$ cat src/design/pnn_pkg.sv
// ----------------------------------------------------------------------------
// pnn_pkg: shared types and constants for the polygon normal block
// Payload structs, status codes and controller-to-datapath command types.
// ----------------------------------------------------------------------------
package pnn_pkg;

  localparam int unsigned ACC_W = 42;
  localparam int unsigned MAG_W = 30;
  localparam int unsigned SQ_W  = 62;

  localparam logic [1:0] ST_OK       = 2'd0;
  localparam logic [1:0] ST_FEW      = 2'd1;
  localparam logic [1:0] ST_FALLBACK = 2'd2;

  typedef struct packed {
    logic signed [15:0] vx;
    logic signed [15:0] vy;
    logic signed [15:0] vz;
    logic               last_vertex;
  } pnn_in_t;

  typedef struct packed {
    logic signed [15:0] nx;
    logic signed [15:0] ny;
    logic signed [15:0] nz;
    logic [1:0]         status;
  } pnn_out_t;

  // controller to datapath commands
  typedef struct packed {
    logic       take_vertex;  // accumulate input edge, store vertex
    logic       close_edge;   // add closing edge last to first
    logic       load_newell;  // load sums into the scaling unit
    logic       load_cross;   // load fallback cross product
    logic       calc_cross;   // compute fallback cross (multiply stage)
    logic       norm_start;   // start normaliser on the loaded vector
    logic       clear_sums;
    logic       load_out;
    logic [1:0] out_status;
    logic       out_zero;
  } pnn_cmd_t;

  typedef struct packed {
    logic       vec_zero;   // loaded vector is all zero
    logic       norm_done;
  } pnn_stat_t;

endpackage

$ cat src/design/pnn_ctrl.sv
// ----------------------------------------------------------------------------
// pnn_ctrl: sequencer for the polygon normal block
// Counts vertices, runs closing edge, normalisation, fallback and output.
// ----------------------------------------------------------------------------
module pnn_ctrl
  import pnn_pkg::*;
#(
  parameter int unsigned MAX_VERTICES = 256
) (
  input  logic       clk,
  input  logic       rst_n,
  input  logic       in_valid,
  output logic       in_ready,
  input  logic       in_last,
  output logic       out_valid,
  input  logic       out_ready,
  input  pnn_stat_t  stat,
  output pnn_cmd_t   cmd,
  output logic [1:0] head_idx,
  output logic       has_prev
);

  localparam int unsigned CNT_W = $clog2(MAX_VERTICES + 1);

  localparam logic [2:0] S_ACC   = 3'd0;
  localparam logic [2:0] S_CLOSE = 3'd1;
  localparam logic [2:0] S_LOAD  = 3'd2;
  localparam logic [2:0] S_NORM  = 3'd3;
  localparam logic [2:0] S_XLOAD = 3'd4;
  localparam logic [2:0] S_XSTRT = 3'd5;
  localparam logic [2:0] S_NWAIT = 3'd6;

  logic [2:0] state_r, state_nxt;
  logic [CNT_W-1:0] cnt_r;
  logic fb_r, fb_nxt;
  logic ov_r;
  logic take;
  logic [CNT_W-1:0] cnt_inc;

  assign in_ready = (state_r == S_ACC) && (!ov_r || out_ready);
  assign out_valid = ov_r;
  assign take = in_valid && in_ready;
  assign cnt_inc = (cnt_r < CNT_W'(MAX_VERTICES)) ? cnt_r + 1'b1 : cnt_r;
  assign head_idx = (cnt_r < CNT_W'(3)) ? cnt_r[1:0] : 2'd3;
  assign has_prev = (cnt_r != '0);

  always_comb begin
    cmd = '0;
    state_nxt = state_r;
    fb_nxt = fb_r;
    unique case (state_r)
      S_ACC: if (take) begin
        cmd.take_vertex = 1'b1;
        if (in_last) begin
          if (cnt_inc < CNT_W'(3)) begin
            cmd.load_out = 1'b1;
            cmd.out_zero = 1'b1;
            cmd.out_status = ST_FEW;
            cmd.clear_sums = 1'b1;
          end else begin
            state_nxt = S_CLOSE;
          end
        end
      end
      S_CLOSE: begin
        cmd.close_edge = 1'b1;
        cmd.calc_cross = 1'b1;
        state_nxt = S_LOAD;
      end
      S_LOAD: begin
        cmd.load_newell = 1'b1;
        fb_nxt = 1'b0;
        state_nxt = S_NORM;
      end
      S_NORM: begin
        if (stat.vec_zero) begin
          if (fb_r) begin
            cmd.load_out = 1'b1; cmd.out_zero = 1'b1;
            cmd.out_status = ST_FALLBACK; cmd.clear_sums = 1'b1;
            state_nxt = S_ACC;
          end else begin
            state_nxt = S_XLOAD;
          end
        end else begin
          cmd.norm_start = 1'b1;
          state_nxt = S_NWAIT;
        end
      end
      S_XLOAD: begin
        cmd.load_cross = 1'b1;
        fb_nxt = 1'b1;
        state_nxt = S_NORM;
      end
      S_NWAIT: if (stat.norm_done) begin
        cmd.load_out = 1'b1;
        cmd.out_status = fb_r ? ST_FALLBACK : ST_OK;
        cmd.clear_sums = 1'b1;
        state_nxt = S_ACC;
      end
      default: state_nxt = S_ACC;
    endcase
  end

  always_ff @(posedge clk) begin
    if (!rst_n) begin
      state_r <= S_ACC;
      cnt_r <= '0;
      fb_r <= 1'b0;
      ov_r <= 1'b0;
    end else begin
      state_r <= state_nxt;
      fb_r <= fb_nxt;
      if (cmd.clear_sums) cnt_r <= '0;
      else if (cmd.take_vertex) cnt_r <= cnt_inc;
      if (cmd.load_out) ov_r <= 1'b1;
      else if (out_ready) ov_r <= 1'b0;
    end
  end

endmodule

$ cat config.mk
export PLATFORM = sky130hd
export DESIGN_NAME = pnn_ctrl
export DESIGN_NICKNAME = d
export VERILOG_FILES = /design/src/design/pnn_pkg.sv /design/src/design/pnn_ctrl.sv
export SDC_FILE = /design/constraint.sdc
export NUM_CORES = 1
export LEC_CHECK = 0
export BUFFER_PORTS_ARGS = -buffer_cell sky130_fd_sc_hd__buf_2
export CAP_MARGIN = 20
export CORE_MARGIN = 8
export CORE_UTILIZATION = 50
export CTS_BUF_LIST = sky130_fd_sc_hd__clkbuf_4
export DETAILED_ROUTE_END_ITERATION = 6
export MAX_ROUTING_LAYER = met4
export PLACE_DENSITY = 0.79
export SLEW_MARGIN = 25
export SYNTH_ARGS = -nofsm -noshare
export SYNTH_HDL_FRONTEND = slang
export SYNTH_SLANG_ARGS = --single-unit
$ cat constraint.sdc
create_clock -name clk -period 2.5 [get_ports clk]
set_input_delay 0.5 -clock clk [delete_from_list [all_inputs] [get_ports clk]]
set_output_delay 0.5 -clock clk [all_outputs]
set_load 0.03 [all_outputs]
# After elaboration in Yosys (flattened, before gate mapping)
# Cells that the tools add are included.
# W data, S select, Z words.
word_totals:
  regBits: 14
  inputBits: 7
classes:
  addsub: 1
  n_lt_le_gt_ge: 3
  n_eq_ne: 9
  n_mux: 28
  n_bitwise: 1
  reduce_logical: 11
op_table:
  columns: ["op", "n"]
  rows:
  - ["$mux W5", 5]
  - ["$lt A9 B2 Y1 const B", 2]
  - ["$mux W3", 6]
  - ["$pmux W3 S5", 1]
  - ["$pmux W4 S3", 1]
  - ["$add A9 B1 Y9 const B", 1]
  - ["$lt A9 B9 Y1 const B", 1]
  - ["$mux W1", 9]
  - ["$mux W9", 1]
  - ["$reduce_bool A9 Y1", 1]
  - ["$ne A2 B2 Y1 const B", 4]
  - ["$eq A3 B2 Y1 const B", 2]
  - ["$eq A3 B3 Y1 const B", 2]
  - ["$mux W2", 2]
  - ["$mux W4", 1]
  - ["$pmux W1 S2", 2]
  - ["$reduce_and A4 Y1", 1]
  - ["$reduce_bool A2 Y1", 2]
  - ["$reduce_or A2 Y1", 2]
  - ["$eq A3 B1 Y1 const B", 1]
  - ["$logic_not A3 Y1", 1]
  - ["$logic_and A1 B1 Y1", 2]
  - ["$logic_not A1 Y1", 1]
  - ["$logic_or A1 B1 Y1", 1]
  - ["$not A1 Y1", 1]

# Longest topological paths before layout
# Gate-level depths: netlist of run 1.
logic_depth:
  word_depth: 8
  depth_mapped: 8
  ltp_nobuf: 6

# Worst setup path before layout of run 1
# Ideal clock, no wire load.
synth_timing:
  path_type: "reg2out"
  start: "register cnt_r[0]"
  end: "output port cmd[4] in the netlist's numbering"
  t_arrival_ns: 2.374
  required_time_ns: 2.000
  slack_ns: -0.374
  path_stages_with_launch: 8
  n_path_buf: 1
  cell_sequence: "dfxtp_1 > inv_1 > ha_1 > a211oi_2 > nand4b_1 > or3_1 > o211ai_1 > buf_4"
synth_lines:
  columns: ["item", "line", "rtl"]
  rows:
  - ["start, declared", "pnn_ctrl.sv:34", "logic [CNT_W-1:0] cnt_r;"]
  - ["start signal, assigned", "pnn_ctrl.sv:114", "else if (cmd.take_vertex) cnt_r <= cnt_inc;"]
  - ["end, declared", "pnn_ctrl.sv:18", "output pnn_cmd_t cmd,"]

==> impl_results.html, run 1 <==
<table>
<tr><th>Metric</th><th>Value</th></tr>
<tr><th colspan="2">Detailed routing</th></tr>
<tr><td>Average via count per standard cell</td><td>6.034</td></tr>
<tr><td>Via count</td><td>1080</td></tr>
<tr><td>Detailed-router iteration count before antenna repair</td><td>4</td></tr>
<tr><td>DRT antenna net count</td><td>0</td></tr>
<tr><td>Final routed DRC violation total</td><td>0</td></tr>
<tr><td>Total Wirelength</td><td>3.105 mm</td></tr>
<tr><td>Average routed wire per standard cell</td><td>about 17 um</td></tr>
<tr><td>DRC marker count from the first detailed-route iteration</td><td>slightly above 70</td></tr>
<tr><th colspan="2">Logic synthesis</th></tr>
<tr><td>Flip-flop and latch count after synthesis</td><td>14</td></tr>
<tr><td>Cells after synthesis</td><td>around 120</td></tr>
<tr><td>Portion of the post-synthesis area used by sequential elements</td><td>29.59%</td></tr>
<tr><td>Avg Synthesized Cell Area</td><td>~8.1 um^2</td></tr>
<tr><td>Total standard cell area after synthesis</td><td>947.2 um^2</td></tr>
<tr><td>Post-synthesis net count</td><td>about 130</td></tr>
<tr><td>Main combinational cell family by area after synthesis</td><td>simple AND/OR/NAND/NOR gates</td></tr>
<tr><td>Ys async rst share</td><td>0%</td></tr>
<tr><td>Number of warnings reported in the yosys synthesis log</td><td>0</td></tr>
<tr><td>Fraction of the mapped netlist area in adder cells</td><td>2.642%</td></tr>
<tr><td>Count of distinct cell types in the synthesized netlist</td><td>37</td></tr>
<tr><td>Post-synthesis share of cell area spent on and, or, nand and nor gates</td><td>38.84%</td></tr>
<tr><td>Primary flip-flop cell chosen by synthesis mapping</td><td>dfxtp_1</td></tr>
<tr><td>Number of enable-type register cells in the synthesized netlist</td><td>0</td></tr>
<tr><td>Post-synthesis compound-gate area fraction</td><td>10.04%</td></tr>
<tr><td>Post-synthesis share of cell area spent on xor and xnor gates</td><td>a little under a tenth</td></tr>
<tr><td>Fraction of synthesized area in multiplexers</td><td>approximately 1.1%</td></tr>
<tr><th colspan="2">Worst setup path</th></tr>
<tr><td>Capturing point of the worst reg2reg path</td><td>cnt_r[5]</td></tr>
<tr><td>Reg2Reg Launch Point</td><td>cnt_r[0]</td></tr>
<tr><td>R2r setup slk</td><td>0.38 ns</td></tr>
<tr><td>Data required time of the critical path</td><td>around 2 ns</td></tr>
<tr><td>Startpoint kind of the worst setup timing path</td><td>flop</td></tr>
<tr><td>WS Path Type</td><td>flop to primary output</td></tr>
<tr><td>Worst Path Arrival</td><td>2.26 ns</td></tr>
<tr><td>R2r worst-path depth</td><td>8</td></tr>
<tr><td>Kind of capture point of the worst setup path</td><td>primary output</td></tr>
<tr><td>Crit path max fanout</td><td>4</td></tr>
<tr><th colspan="2">Die</th></tr>
<tr><td>FP Rows</td><td>15</td></tr>
<tr><td>Initial standard-cell utilization of the core</td><td>a little over half</td></tr>
<tr><td>Overall die height</td><td>59.53 um</td></tr>
<tr><td>Total I/O pin count</td><td>23</td></tr>
<tr><td>Floorplan core area</td><td>1764 um^2</td></tr>
<tr><td>Overall die width</td><td>59.53 um</td></tr>
<tr><td>Floorplan die area</td><td>3543 um^2</td></tr>
<tr><th colspan="2">Placement</th></tr>
<tr><td>Post-detail-place hpwl</td><td>1.868 mm</td></tr>
<tr><td>Post-Place Setup Slack</td><td>roughly 0.11 ns</td></tr>
<tr><td>Area post-placement</td><td>1142 um^2</td></tr>
<tr><td>I/O Buffers</td><td>22</td></tr>
<tr><td>Routability congestion estimate from global placement</td><td>0.8528</td></tr>
<tr><th colspan="2">CTS</th></tr>
<tr><td>CTS tree</td><td>built</td></tr>
<tr><td>Skew-Pair Late Insertion Delay</td><td>0.28 ns</td></tr>
<tr><td>Max Buffers Root-to-Sink</td><td>2</td></tr>
<tr><td>Count of clock tree sinks</td><td>14</td></tr>
<tr><td>Buffer type at the clock tree root</td><td>clkbuf_4</td></tr>
<tr><td>Clock edge transition at the registers on the reported setup and hold paths</td><td>0.08 ns</td></tr>
<tr><td>Maximum level of the CTS H-tree</td><td>1</td></tr>
<tr><td>Total CTS buffers</td><td>3</td></tr>
<tr><th colspan="2">Hold path</th></tr>
<tr><td>Hold path depth</td><td>2</td></tr>
<tr><td>Startpoint of the tightest hold check path</td><td>rst_n</td></tr>
<tr><td>Hold Crit Class</td><td>primary input to flop</td></tr>
<tr><td>End of the worst hold path</td><td>out_valid</td></tr>
<tr><th colspan="2">Status</th></tr>
<tr><td>Status</td><td>finished, violations left</td></tr>
<tr><td>Violated checks</td><td>negative setup slack</td></tr>
<tr><th colspan="2">Layout</th></tr>
<tr><td>Post-route cell area</td><td>1286 um^2</td></tr>
<tr><td>Share of layout cells above drive strength 1</td><td>about two fifths</td></tr>
<tr><td>Storage element area</td><td>290.3 um^2</td></tr>
<tr><td>Number of diodes added for antenna fixing</td><td>0</td></tr>
<tr><td>Filler instances</td><td>151</td></tr>
<tr><td>Footprint of the multi-input gates</td><td>635.6 um^2</td></tr>
<tr><td>Layout-stage area growth over the synthesis result</td><td>35.80%</td></tr>
<tr><td>Total number of nets in the final design</td><td>164</td></tr>
<tr><th colspan="2">Timing</th></tr>
<tr><td>Worst setup slack after layout</td><td>-0.2563 ns</td></tr>
<tr><td>Final worst path period need</td><td>2.756 ns</td></tr>
<tr><td>Worst slew margin relative to its limit</td><td>between 60 and 70%</td></tr>
<tr><td>Period utilization</td><td>110.3%</td></tr>
<tr><td>Worst Skew</td><td>0.005966 ns</td></tr>
<tr><td>Actual transition at the worst max-transition pin</td><td>0.5149 ns</td></tr>
<tr><td>Final number of max-transition violations</td><td>0</td></tr>
<tr><td>Final-report hold violation count</td><td>0</td></tr>
<tr><td>Final worst hold slack</td><td>0.5217 ns</td></tr>
<tr><td>Unrepaired setup endpoints after global routing</td><td>true</td></tr>
<tr><td>Max Clock Freq</td><td>0.3628 GHz</td></tr>
<tr><td>Number of failing setup endpoints in the final timing report</td><td>4</td></tr>
<tr><th colspan="2">Power</th></tr>
<tr><td>Sw Ratio</td><td>48.80%</td></tr>
<tr><td>Total power per unit cell area</td><td>about 1200 nW/um^2</td></tr>
<tr><td>Share of power burned in registers</td><td>20.2%</td></tr>
<tr><td>Leakage power total</td><td>0.5798 nW</td></tr>
<tr><td>Combinational group share of total power</td><td>70.5%</td></tr>
<tr><td>Total power after layout</td><td>between 1.5 and 2 mW</td></tr>
<tr><td>Maximum resistive drop on vdd</td><td>0.6066 mV</td></tr>
<tr><td>Net switching power figure</td><td>742.2 uW</td></tr>
<tr><td>Internal power</td><td>778.6 uW</td></tr>
<tr><td>Clock Power Share</td><td>a little under a tenth</td></tr>
<tr><th colspan="2">GRT</th></tr>
<tr><td>Wire length of the first global-routing pass</td><td>roughly 4.4 mm</td></tr>
<tr><td>Grt ovf</td><td>0</td></tr>
<tr><td>Total global-route track usage</td><td>16.51%</td></tr>
<tr><td>Pin count of the biggest net entering global routing</td><td>14</td></tr>
<tr><td>Via count of the first global-routing pass</td><td>1023</td></tr>
<tr><td>Initial antenna violation count</td><td>0</td></tr>
<tr><th colspan="2">Run</th></tr>
<tr><td>Number of max-cap violations</td><td>0</td></tr>
</table>
[power groups by stage]
stage,Sequential (mW),Combinational (mW),Clock (mW)
floorplan,0.316,0.635,0
finish,0.307,1.07,0.142
global placement,0.305,0.828,0
global route,0.309,1.13,0.154
detailed placement,0.309,0.838,0
CTS,0.306,0.924,0.147
[through the flow]
step | setup TNS [ns] | utilization (%) | cells
2_1_floorplan | -0.2592 | - | 117
3_3_place_gp | 0 | 64.75 | 165
3_5_place_dp | 0 | 64.75 | 165
4_1_cts | -0.4316 | 68.94 | 173
5_1_grt | -0.9583 | 72.91 | 179
6_report | -0.9468 | 72.91 | 179
[cell usage after synthesis (2+ instances only)]
master	number	share of area, %
a21oi_1	4	2.1
a211oi_2	2	2.6
clkbuf_1	2	0.79
nand2b_1	3	2.0
nand2_1	8	3.2
inv_1	6	2.4
dfxtp_1	14	30
nor2_1	12	4.8
nor3b_1	2	1.6
nor3_1	4	2.1
xnor2_1	7	6.5
buf_2	2	1.1
buf_4	4	3.2
nand4b_1	3	2.8
nand3_1	8	4.2
xor2_1	3	2.8
ha_1	2	2.6
and4b_1	2	2.1
nor4_1	11	7.3
[worst max-delay path by stage]
stage               depth (start not counted)  slack [ns]        from      to
floorplan                                   7       -0.26  state_r[2]  cmd[4]
global placement                            6        0.13    cnt_r[2]  cmd[4]
detailed placement                          7        0.11    cnt_r[0]  cmd[4]
CTS                                         7       -0.15    cnt_r[0]  cmd[4]
global route                                7       -0.26    cnt_r[0]  cmd[3]
finish                                      8       -0.26    cnt_r[0]  cmd[0]
[registers in the layout (all words and copies together), names as in the netlist]
| register | count |
|---|---|
| cnt_r | 9 |
| state_r | 3 |
| fb_r | 1 |
| out_valid | 1 |
[area by class of cell]
class / count / share of cell area, %
repair buffers: 42 / 21.30
multi-input cells: 88 / 49.42
inverters: 6 / 1.946
flip-flops and latches: 14 / 22.57
well taps: 25 / 2.432
clock buffers: 4 / 2.335
[placed cells by master (no fill, tap or decap), types with 2 or more instances in the layout]
master,n
dfxtp_1,10
clkbuf_4,4
nand3_1,8
nor2_1,12
a21oi_1,4
dfxtp_4,2
nor4_1,11
nor3_1,4
ha_4,2
buf_2,18
or3_4,2
and4b_1,2
dfxtp_2,2
buf_4,23
nor3b_1,2
xor2_1,3
inv_1,4
nand4b_1,3
nand2_1,8
xnor2_1,7
a211oi_2,2
nand2b_1,3
[critical path, stage by stage, from the launching register on]
cell and delay (ns):
dfxtp_4 0.39, ha_4 0.14, nand4b_1 0.18, nor3_1 0.36, a211oi_2 0.09, or3_4 0.36, buf_4 0.16, o21ai_4 0.13
buf_6 0.15
[logic make-up after synthesis]
family,count (synthesis)
DFF,14
buffers and inverters,15
and+or+nand+nor,62
muxes,1
adders and majority gates,2
AOI/OAI and AO/OA,13
xor gates and xnor gates,10
[metal layers]
layer / GRT usage [%] / vias up / routed length, um
met5: - / - / 0
met4: 8.163 / 0 / 195
met3: 4.555 / 25 / 254
met2: 26.50 / 80 / 1476
met1: 18.33 / 479 / 1179
li1: - / 496 / -
[what timing repair did]
item	CTS	global route
gates resized for setup	8	5
hold buffers	0	0
buffers inserted	4	6
setup endpoints to repair	4	4
pin swaps	4	2
Power figures use the tool's default switching activity.
==> run 2: changes to the inputs <==
--- a/config.mk
+++ b/config.mk
@@ -13,6 +13,7 @@
 export DETAILED_ROUTE_END_ITERATION = 6
 export MAX_ROUTING_LAYER = met4
 export PLACE_DENSITY = 0.79
+export SETUP_SLACK_MARGIN = 0.1
 export SLEW_MARGIN = 25
 export SYNTH_ARGS = -nofsm -noshare
 export SYNTH_HDL_FRONTEND = slang
==> impl_results.html, run 2 (synthesized netlist as in run 1, its figures left out) <==
<table>
<tr><th>Metric</th><th>Value</th></tr>
<tr><th colspan="2">CTS</th></tr>
<tr><td>Total CTS buffers</td><td>3</td></tr>
<tr><td>Buffer type at the clock tree root</td><td>clkbuf_4</td></tr>
<tr><td>Max Buffers Root-to-Sink</td><td>2</td></tr>
<tr><td>CTS tree</td><td>built</td></tr>
<tr><td>Number of hold buffers added after cts</td><td>0</td></tr>
<tr><td>Maximum level of the CTS H-tree</td><td>1</td></tr>
<tr><td>Skew-Pair Late Insertion Delay</td><td>0.29 ns</td></tr>
<tr><td>Count of clock tree sinks</td><td>14</td></tr>
<tr><td>Clock edge transition at the registers on the reported setup and hold paths</td><td>about 0.08 ns</td></tr>
<tr><th colspan="2">Layout</th></tr>
<tr><td>Filler instances</td><td>~150</td></tr>
<tr><td>Total number of nets in the final design</td><td>163</td></tr>
<tr><td>Core occupancy in the finished layout</td><td>around 73%</td></tr>
<tr><td>Top library cells by usage in the layout, fill and taps aside</td><td>22 x buf_4, 18 x buf_2, 12 x nor2_1, 11 x nor4_1, 10 x dfxtp_1</td></tr>
<tr><td>Number of diodes added for antenna fixing</td><td>0</td></tr>
<tr><td>Register ranked first by flip-flop count</td><td>cnt_r</td></tr>
<tr><td>Leading cell type in the layout, fill and taps excluded</td><td>buf_4</td></tr>
<tr><td>Flip-flop count of the largest register, all copies and words added</td><td>9</td></tr>
<tr><td>Post-route cell area</td><td>~1300 um^2</td></tr>
<tr><td>Share of layout cells above drive strength 1</td><td>40.52%</td></tr>
<tr><td>Largest registers ranked by flip-flop count</td><td>cnt_r: 9 flops, state_r: 3 flops</td></tr>
<tr><td>Layout Cells excl Fill</td><td>178</td></tr>
<tr><td>Layout-stage area growth over the synthesis result</td><td>36.20%</td></tr>
<tr><th colspan="2">Power</th></tr>
<tr><td>Total power after layout</td><td>between 1.5 and 2 mW</td></tr>
<tr><td>Sw Ratio</td><td>48.39%</td></tr>
<tr><td>Clock Power Share</td><td>under 10%</td></tr>
<tr><td>Leakage power total</td><td>around 0.58 nW</td></tr>
<tr><td>Share of power burned in registers</td><td>19.9%</td></tr>
<tr><td>Combinational group share of total power</td><td>70.7%</td></tr>
<tr><td>Total power per unit cell area</td><td>1182 nW/um^2</td></tr>
<tr><td>Maximum resistive drop on vdd</td><td>0.7077 mV</td></tr>
<tr><td>Internal power</td><td>just under 800 uW</td></tr>
<tr><td>Net switching power figure</td><td>~740 uW</td></tr>
<tr><th colspan="2">GRT</th></tr>
<tr><td>Total global-route track usage</td><td>16.73%</td></tr>
<tr><td>Pin count of the biggest net entering global routing</td><td>14</td></tr>
<tr><td>Wire length of the first global-routing pass</td><td>around 4.4 mm</td></tr>
<tr><td>Grt ovf</td><td>0</td></tr>
<tr><td>Initial antenna violation count</td><td>0</td></tr>
<tr><td>Via count of the first global-routing pass</td><td>around 1000</td></tr>
<tr><th colspan="2">Timing</th></tr>
<tr><td>Worst Skew</td><td>0.005781 ns</td></tr>
<tr><td>Worst setup slack after layout</td><td>-0.1904 ns</td></tr>
<tr><td>Unrepaired setup endpoints after global routing</td><td>true</td></tr>
<tr><td>Final-report hold violation count</td><td>0</td></tr>
<tr><td>Final worst path period need</td><td>2.690 ns</td></tr>
<tr><td>Max Clock Freq</td><td>between 0.3 and 0.4 GHz</td></tr>
<tr><td>Final number of max-transition violations</td><td>0</td></tr>
<tr><td>Number of failing setup endpoints in the final timing report</td><td>4</td></tr>
<tr><td>Actual transition at the worst max-transition pin</td><td>0.4995 ns</td></tr>
<tr><td>Worst slew margin relative to its limit</td><td>around two thirds</td></tr>
<tr><td>Period utilization</td><td>107.6%</td></tr>
<tr><th colspan="2">Worst setup path</th></tr>
<tr><td>Crit path max fanout</td><td>3</td></tr>
<tr><td>Max incr delay on CP</td><td>roughly 0.43 ns</td></tr>
<tr><td>List of cells traversed by the critical path</td><td>or3_4, a211oi_2, nand4b_1, or3_4, buf_4, o21ai_4, buf_6</td></tr>
<tr><td>CP dominant cell by count</td><td>or3_4</td></tr>
<tr><td>Data required time of the critical path</td><td>approximately 2.0 ns</td></tr>
<tr><td>Kind of capture point of the worst setup path</td><td>primary output</td></tr>
<tr><td>Startpoint kind of the worst setup timing path</td><td>flop</td></tr>
<tr><td>WS Path Type</td><td>flop to primary output</td></tr>
<tr><td>Worst Path Arrival</td><td>2.19 ns</td></tr>
<tr><td>Slowest library cell on the worst path</td><td>or3_4</td></tr>
<tr><th colspan="2">Detailed routing</th></tr>
<tr><td>Via count</td><td>roughly 1100</td></tr>
<tr><td>Average via count per standard cell</td><td>5.910</td></tr>
<tr><td>Total Wirelength</td><td>between 2 and 3 mm</td></tr>
<tr><td>Average routed wire per standard cell</td><td>~16 um</td></tr>
<tr><td>Final routed DRC violation total</td><td>0</td></tr>
<tr><td>DRT antenna net count</td><td>0</td></tr>
<tr><td>Detailed-router iteration count before antenna repair</td><td>4</td></tr>
<tr><td>DRC marker count from the first detailed-route iteration</td><td>35</td></tr>
<tr><th colspan="2">Placement</th></tr>
<tr><td>Post-Place Setup Slack</td><td>0.1097 ns</td></tr>
<tr><td>Post-detail-place hpwl</td><td>1.868 mm</td></tr>
<tr><td>Routability congestion estimate from global placement</td><td>0.8528</td></tr>
<tr><td>I/O Buffers</td><td>22</td></tr>
<tr><td>Area post-placement</td><td>1142 um^2</td></tr>
<tr><td>Number of cells after detailed placement</td><td>165</td></tr>
<tr><th colspan="2">Die</th></tr>
<tr><td>Total I/O pin count</td><td>23</td></tr>
<tr><td>Overall die height</td><td>approximately 60 um</td></tr>
<tr><td>Overall die width</td><td>~60 um</td></tr>
<tr><td>Floorplan core area</td><td>1764 um^2</td></tr>
<tr><td>Floorplan die area</td><td>roughly 3500 um^2</td></tr>
<tr><td>Initial standard-cell utilization of the core</td><td>53.69%</td></tr>
<tr><td>FP Rows</td><td>15</td></tr>
<tr><th colspan="2">Status</th></tr>
<tr><td>Status</td><td>finished, violations left</td></tr>
<tr><td>Violated checks</td><td>negative setup slack</td></tr>
<tr><th colspan="2">Hold path</th></tr>
<tr><td>Hold Crit Class</td><td>primary input to flop</td></tr>
<tr><th colspan="2">Run</th></tr>
<tr><td>Number of max-cap violations</td><td>0</td></tr>
</table>
-- run 2: changes by cell type in the layout (fill, tap and decap cells not counted) --
cell,previous run,this run
nand2_1,8,7
nor4_4,0,1
nand2_2,0,1
nor4_2,1,0
buf_4,23,22
-- run 2: worst max-delay path, delay by kind of cell, from the launching register on --
family | cells | cell delay (ns)
and+or+nand+nor | 3 | 0.99
DFF | 1 | 0.32
buffers and inverters | 2 | 0.31
AOI/OAI and AO/OA | 2 | 0.28
-- run 2: worst paths after layout --
path              start        end  slack, ns  cells after the start
min               rst_n  out_valid       0.51                      2
min reg2reg        fb_r       fb_r       0.54                      2
max reg2reg  state_r[0]   cnt_r[5]       0.54                      7
max          state_r[0]     cmd[0]      -0.19                      7
-- run 2: layout make-up --
cell class              instances  area, um^2  share of cell area [%]
multi-input cells              88       646.9                   50.15
well taps                      25       31.28                   2.425
clock buffers                   4       30.03                   2.328
repair buffers                 41       266.5                   20.66
inverters                       6       25.02                   1.940
flip-flops and latches         14       290.3                   22.50
-- run 2: metal layers --
| layer | global-route usage (%) | vias up | share of wire, % |
|---|---|---|---|
| li1 | - | 496 | - |
| met1 | 18.20 | 489 | 41 |
| met2 | 26.96 | 52 | 50 |
| met3 | 4.772 | 15 | 4.7 |
| met4 | 8.844 | 0 | 3.8 |
| met5 | - | - | 0 |
-- run 2: what timing repair did --
action	CTS	global route
pin swaps	5	3
setup buffers	5	4
hold endpoints to repair	0	0
endpoints found under the setup margin	4	4
gates resized for setup	9	6
-- run 2: power groups by stage --
stage | logic, mW | registers [mW] | clock network, mW
floorplan | 0.635 | 0.316 | 0
global placement | 0.828 | 0.305 | 0
detailed placement | 0.838 | 0.309 | 0
CTS | 0.938 | 0.306 | 0.147
global route | 1.14 | 0.307 | 0.154
finish | 1.08 | 0.304 | 0.143
-- run 2: metrics by stage --
| step | hold WS [ns] | setup TNS [ns] |
|---|---|---|
| floorplan | 0.4872 | -0.2592 |
| global placement | 0.5090 | 0 |
| detailed placement | 0.5323 | 0 |
| CTS | 0.4864 | -0.4326 |
| global route | 0.5152 | -0.7730 |
| finish | 0.5126 | -0.5972 |
==> run 3: changes to the inputs <==
--- a/config.mk
+++ b/config.mk
@@ -5,14 +5,14 @@
 export SDC_FILE = /design/constraint.sdc
 export NUM_CORES = 1
 export LEC_CHECK = 0
-export BUFFER_PORTS_ARGS = -buffer_cell sky130_fd_sc_hd__buf_2
 export CAP_MARGIN = 20
 export CORE_MARGIN = 8
 export CORE_UTILIZATION = 50
 export CTS_BUF_LIST = sky130_fd_sc_hd__clkbuf_4
 export DETAILED_ROUTE_END_ITERATION = 6
+export DONT_BUFFER_PORTS = 1
 export MAX_ROUTING_LAYER = met4
-export PLACE_DENSITY = 0.79
+export PLACE_DENSITY = 0.69
 export SETUP_SLACK_MARGIN = 0.1
 export SLEW_MARGIN = 25
 export SYNTH_ARGS = -nofsm -noshare
==> constraint.sdc (replaced) <==
create_clock -name clk -period 3.4 [get_ports clk]
set_input_delay 0.68 -clock clk [delete_from_list [all_inputs] [get_ports clk]]
set_output_delay 0.68 -clock clk [all_outputs]
set_load 0.03 [all_outputs]
==> impl_results.html, run 3 (synthesized netlist as in run 1, its figures left out) <==
<table>
<tr><th>Metric</th><th>Value</th></tr>
<tr><th colspan="2">Layout</th></tr>
<tr><td>Post-route cell area</td><td>1013 um^2</td></tr>
<tr><td>Share of layout cells above drive strength 1</td><td>14.41%</td></tr>
<tr><td>Top library cells by usage in the layout, fill and taps aside</td><td>14 x dfxtp_1, 12 x nor2_1, 11 x nor4_1, 8 x nand3_1, 8 x nand2_1</td></tr>
<tr><td>Leading cell type in the layout, fill and taps excluded</td><td>dfxtp_1</td></tr>
<tr><td>Largest registers ranked by flip-flop count</td><td>cnt_r: 9 flops, state_r: 3 flops</td></tr>
<tr><td>Total number of nets in the final design</td><td>128</td></tr>
<tr><td>Number of diodes added for antenna fixing</td><td>0</td></tr>
<tr><td>Layout-stage area growth over the synthesis result</td><td>7.001%</td></tr>
<tr><td>Register ranked first by flip-flop count</td><td>cnt_r</td></tr>
<tr><td>Layout Cells excl Fill</td><td>143</td></tr>
<tr><td>Flip-flop count of the largest register, all copies and words added</td><td>9</td></tr>
<tr><th colspan="2">Detailed routing</th></tr>
<tr><td>DRC marker count from the first detailed-route iteration</td><td>20</td></tr>
<tr><td>Detailed-router iteration count before antenna repair</td><td>4</td></tr>
<tr><td>Average routed wire per standard cell</td><td>16.18 um</td></tr>
<tr><td>Average via count per standard cell</td><td>5.818</td></tr>
<tr><td>Final routed DRC violation total</td><td>0</td></tr>
<tr><td>DRT antenna net count</td><td>0</td></tr>
<tr><td>Total Wirelength</td><td>2.314 mm</td></tr>
<tr><td>Via count</td><td>832</td></tr>
<tr><th colspan="2">Die</th></tr>
<tr><td>Overall die height</td><td>approximately 60 um</td></tr>
<tr><td>Floorplan core area</td><td>1764 um^2</td></tr>
<tr><td>Total I/O pin count</td><td>23</td></tr>
<tr><td>Floorplan die area</td><td>3543 um^2</td></tr>
<tr><td>Initial standard-cell utilization of the core</td><td>between 50 and 60%</td></tr>
<tr><td>FP Rows</td><td>15</td></tr>
<tr><td>Overall die width</td><td>59.53 um</td></tr>
<tr><th colspan="2">GRT</th></tr>
<tr><td>Via count of the first global-routing pass</td><td>781</td></tr>
<tr><td>Grt ovf</td><td>0</td></tr>
<tr><td>Initial antenna violation count</td><td>0</td></tr>
<tr><td>Wire length of the first global-routing pass</td><td>3.629 mm</td></tr>
<tr><td>Pin count of the biggest net entering global routing</td><td>14</td></tr>
<tr><td>Total global-route track usage</td><td>between 10% and 20%</td></tr>
<tr><th colspan="2">CTS</th></tr>
<tr><td>Clock edge transition at the registers on the reported setup and hold paths</td><td>0.09 ns</td></tr>
<tr><td>Maximum level of the CTS H-tree</td><td>1</td></tr>
<tr><td>Skew-Pair Late Insertion Delay</td><td>around 0.29 ns</td></tr>
<tr><td>CTS tree</td><td>built</td></tr>
<tr><td>Buffer type at the clock tree root</td><td>clkbuf_4</td></tr>
<tr><td>Count of clock tree sinks</td><td>14</td></tr>
<tr><td>Total CTS buffers</td><td>3</td></tr>
<tr><td>Max Buffers Root-to-Sink</td><td>2</td></tr>
<tr><th colspan="2">Placement</th></tr>
<tr><td>I/O Buffers</td><td>0</td></tr>
<tr><td>Post-detail-place hpwl</td><td>1.697 mm</td></tr>
<tr><td>Area post-placement</td><td>978.4 um^2</td></tr>
<tr><td>Number of cells after detailed placement</td><td>139</td></tr>
<tr><td>Routability congestion estimate from global placement</td><td>between 0.8 and 0.9</td></tr>
<tr><td>Post-Place Setup Slack</td><td>between 0.5 and 0.6 ns</td></tr>
<tr><th colspan="2">Timing</th></tr>
<tr><td>Worst setup slack after layout</td><td>0.2468 ns</td></tr>
<tr><td>Worst Skew</td><td>0.008753 ns</td></tr>
<tr><td>Number of failing setup endpoints in the final timing report</td><td>0</td></tr>
<tr><td>Final-report hold violation count</td><td>0</td></tr>
<tr><td>Worst slew margin relative to its limit</td><td>33.58%</td></tr>
<tr><td>Setup Total Neg Slack</td><td>0 ns</td></tr>
<tr><td>Period utilization</td><td>92.74%</td></tr>
<tr><td>Unrepaired setup endpoints after global routing</td><td>false</td></tr>
<tr><td>Max Clock Freq</td><td>roughly 0.32 GHz</td></tr>
<tr><td>Final number of max-transition violations</td><td>0</td></tr>
<tr><td>Actual transition at the worst max-transition pin</td><td>~0.99 ns</td></tr>
<tr><td>Final worst path period need</td><td>3.153 ns</td></tr>
<tr><th colspan="2">Hold path</th></tr>
<tr><td>Hold Crit Class</td><td>primary input to flop</td></tr>
<tr><td>Startpoint of the tightest hold check path</td><td>rst_n</td></tr>
<tr><td>End of the worst hold path</td><td>out_valid</td></tr>
<tr><td>Hold path depth</td><td>1</td></tr>
<tr><th colspan="2">Worst setup path</th></tr>
<tr><td>Slowest library cell on the worst path</td><td>or3_1</td></tr>
<tr><td>Kind of capture point of the worst setup path</td><td>primary output</td></tr>
<tr><td>Data required time of the critical path</td><td>2.72 ns</td></tr>
<tr><td>Startpoint kind of the worst setup timing path</td><td>flop</td></tr>
<tr><td>Reg2Reg Launch Point</td><td>state_r[2]</td></tr>
<tr><td>Max incr delay on CP</td><td>0.45 ns</td></tr>
<tr><td>List of cells traversed by the critical path</td><td>ha_1, nand4b_1, and4b_1, a211oi_2, or3_1, o211ai_1, buf_6</td></tr>
<tr><td>R2r worst-path depth</td><td>7</td></tr>
<tr><td>R2r setup slk</td><td>~0.9 ns</td></tr>
<tr><td>Capturing point of the worst reg2reg path</td><td>cnt_r[6]</td></tr>
<tr><td>Number of buffers and inverters on the critical path</td><td>1</td></tr>
<tr><td>Crit path max fanout</td><td>4</td></tr>
<tr><td>Family with the most delay on the worst path</td><td>simple AND/OR/NAND/NOR gates</td></tr>
<tr><td>WS Path Type</td><td>flop to primary output</td></tr>
<tr><td>Worst Path Arrival</td><td>between 2 and 2.5 ns</td></tr>
<tr><th colspan="2">Power</th></tr>
<tr><td>Total power per unit cell area</td><td>840.9 nW/um^2</td></tr>
<tr><td>Leakage power total</td><td>0.3847 nW</td></tr>
<tr><td>Maximum resistive drop on vdd</td><td>0.3999 mV</td></tr>
<tr><th colspan="2">Run</th></tr>
<tr><td>Number of max-cap violations</td><td>0</td></tr>
<tr><th colspan="2">Status</th></tr>
<tr><td>Status</td><td>complete, no violations</td></tr>
</table>
-- run 3: cell types whose count changed in the layout (fill, tap and decap cells not counted), sizes merged --
cell / before / now
buf: 41 / 6
clkbuf: 4 / 3
clkinv: 0 / 1
-- run 3: routing by layer --
layer  share of wire [%]  routed length [um]  global-route usage, %
met5                   0                   0                      -
met2                  47                1099                  21.88
met3                 9.3                 216                  6.074
met1                  42                 963                  14.55
met4                 1.5                  35                  5.442
-- run 3: how the worst max path moves through the flow --
stage          startpoint  slack, ns  depth (start not counted)      to
5_1_grt          cnt_r[0]       0.10                          7  cmd[3]
6_report         cnt_r[1]       0.25                          7  cmd[3]
3_3_place_gp    out_ready       0.59                          5  cmd[1]
2_1_floorplan    cnt_r[0]       0.35                          7  cmd[4]
4_1_cts          cnt_r[0]       0.26                          7  cmd[4]
3_5_place_dp     in_valid       0.57                          6  cmd[4]
-- run 3: cell type report --
| class | instances | area (um^2) |
|---|---|---|
| multi-input cells | 88 | 604.3 |
| inverters | 6 | 22.52 |
| clock inverters | 1 | 3.754 |
| clock buffers | 3 | 22.52 |
| fillers | 170 | 750.7 |
| flip-flops and latches | 14 | 280.3 |
| well taps | 25 | 31.28 |
| repair buffers | 6 | 48.80 |
-- run 3: worst reg2reg max path, cell delays in order, from the launching register on --
cell	delay, ns
dfxtp_1	0.42
nor2_1	0.22
nand3_1	0.30
inv_1	0.40
nand2_1	0.20
nor4_4	0.47
buf_4	0.29
nor4_1	0.07
-- run 3: timing repair --
item	CTS	global route
endpoints found under the setup margin	0	2
hold endpoints to repair	0	0
setup buffers	0	0
hold buffers	0	0
resized for setup	0	2
-- run 3: power breakdown --
group	leakage [nW]	switching [mW]	total, mW	internal [mW]
Clock	0.0154	0.0560	0.0988	0.0427
Sequential	0.113	0.0419	0.233	0.192
Combinational	0.256	0.357	0.520	0.163
Total	0.385	0.455	0.852	0.397
-- run 3: per-stage QoR --
step | util [%] | power, mW | hold slack (ns)
after floorplan | - | 0.6697 | 0.4872
after global placement | 55.46 | 0.7452 | 0.5066
after detailed placement | 55.46 | 0.7537 | 0.5118
after CTS | 56.95 | 0.8553 | 0.5031
after global routing | 57.45 | 0.9154 | 0.4991
final | 57.45 | 0.8522 | 0.5092
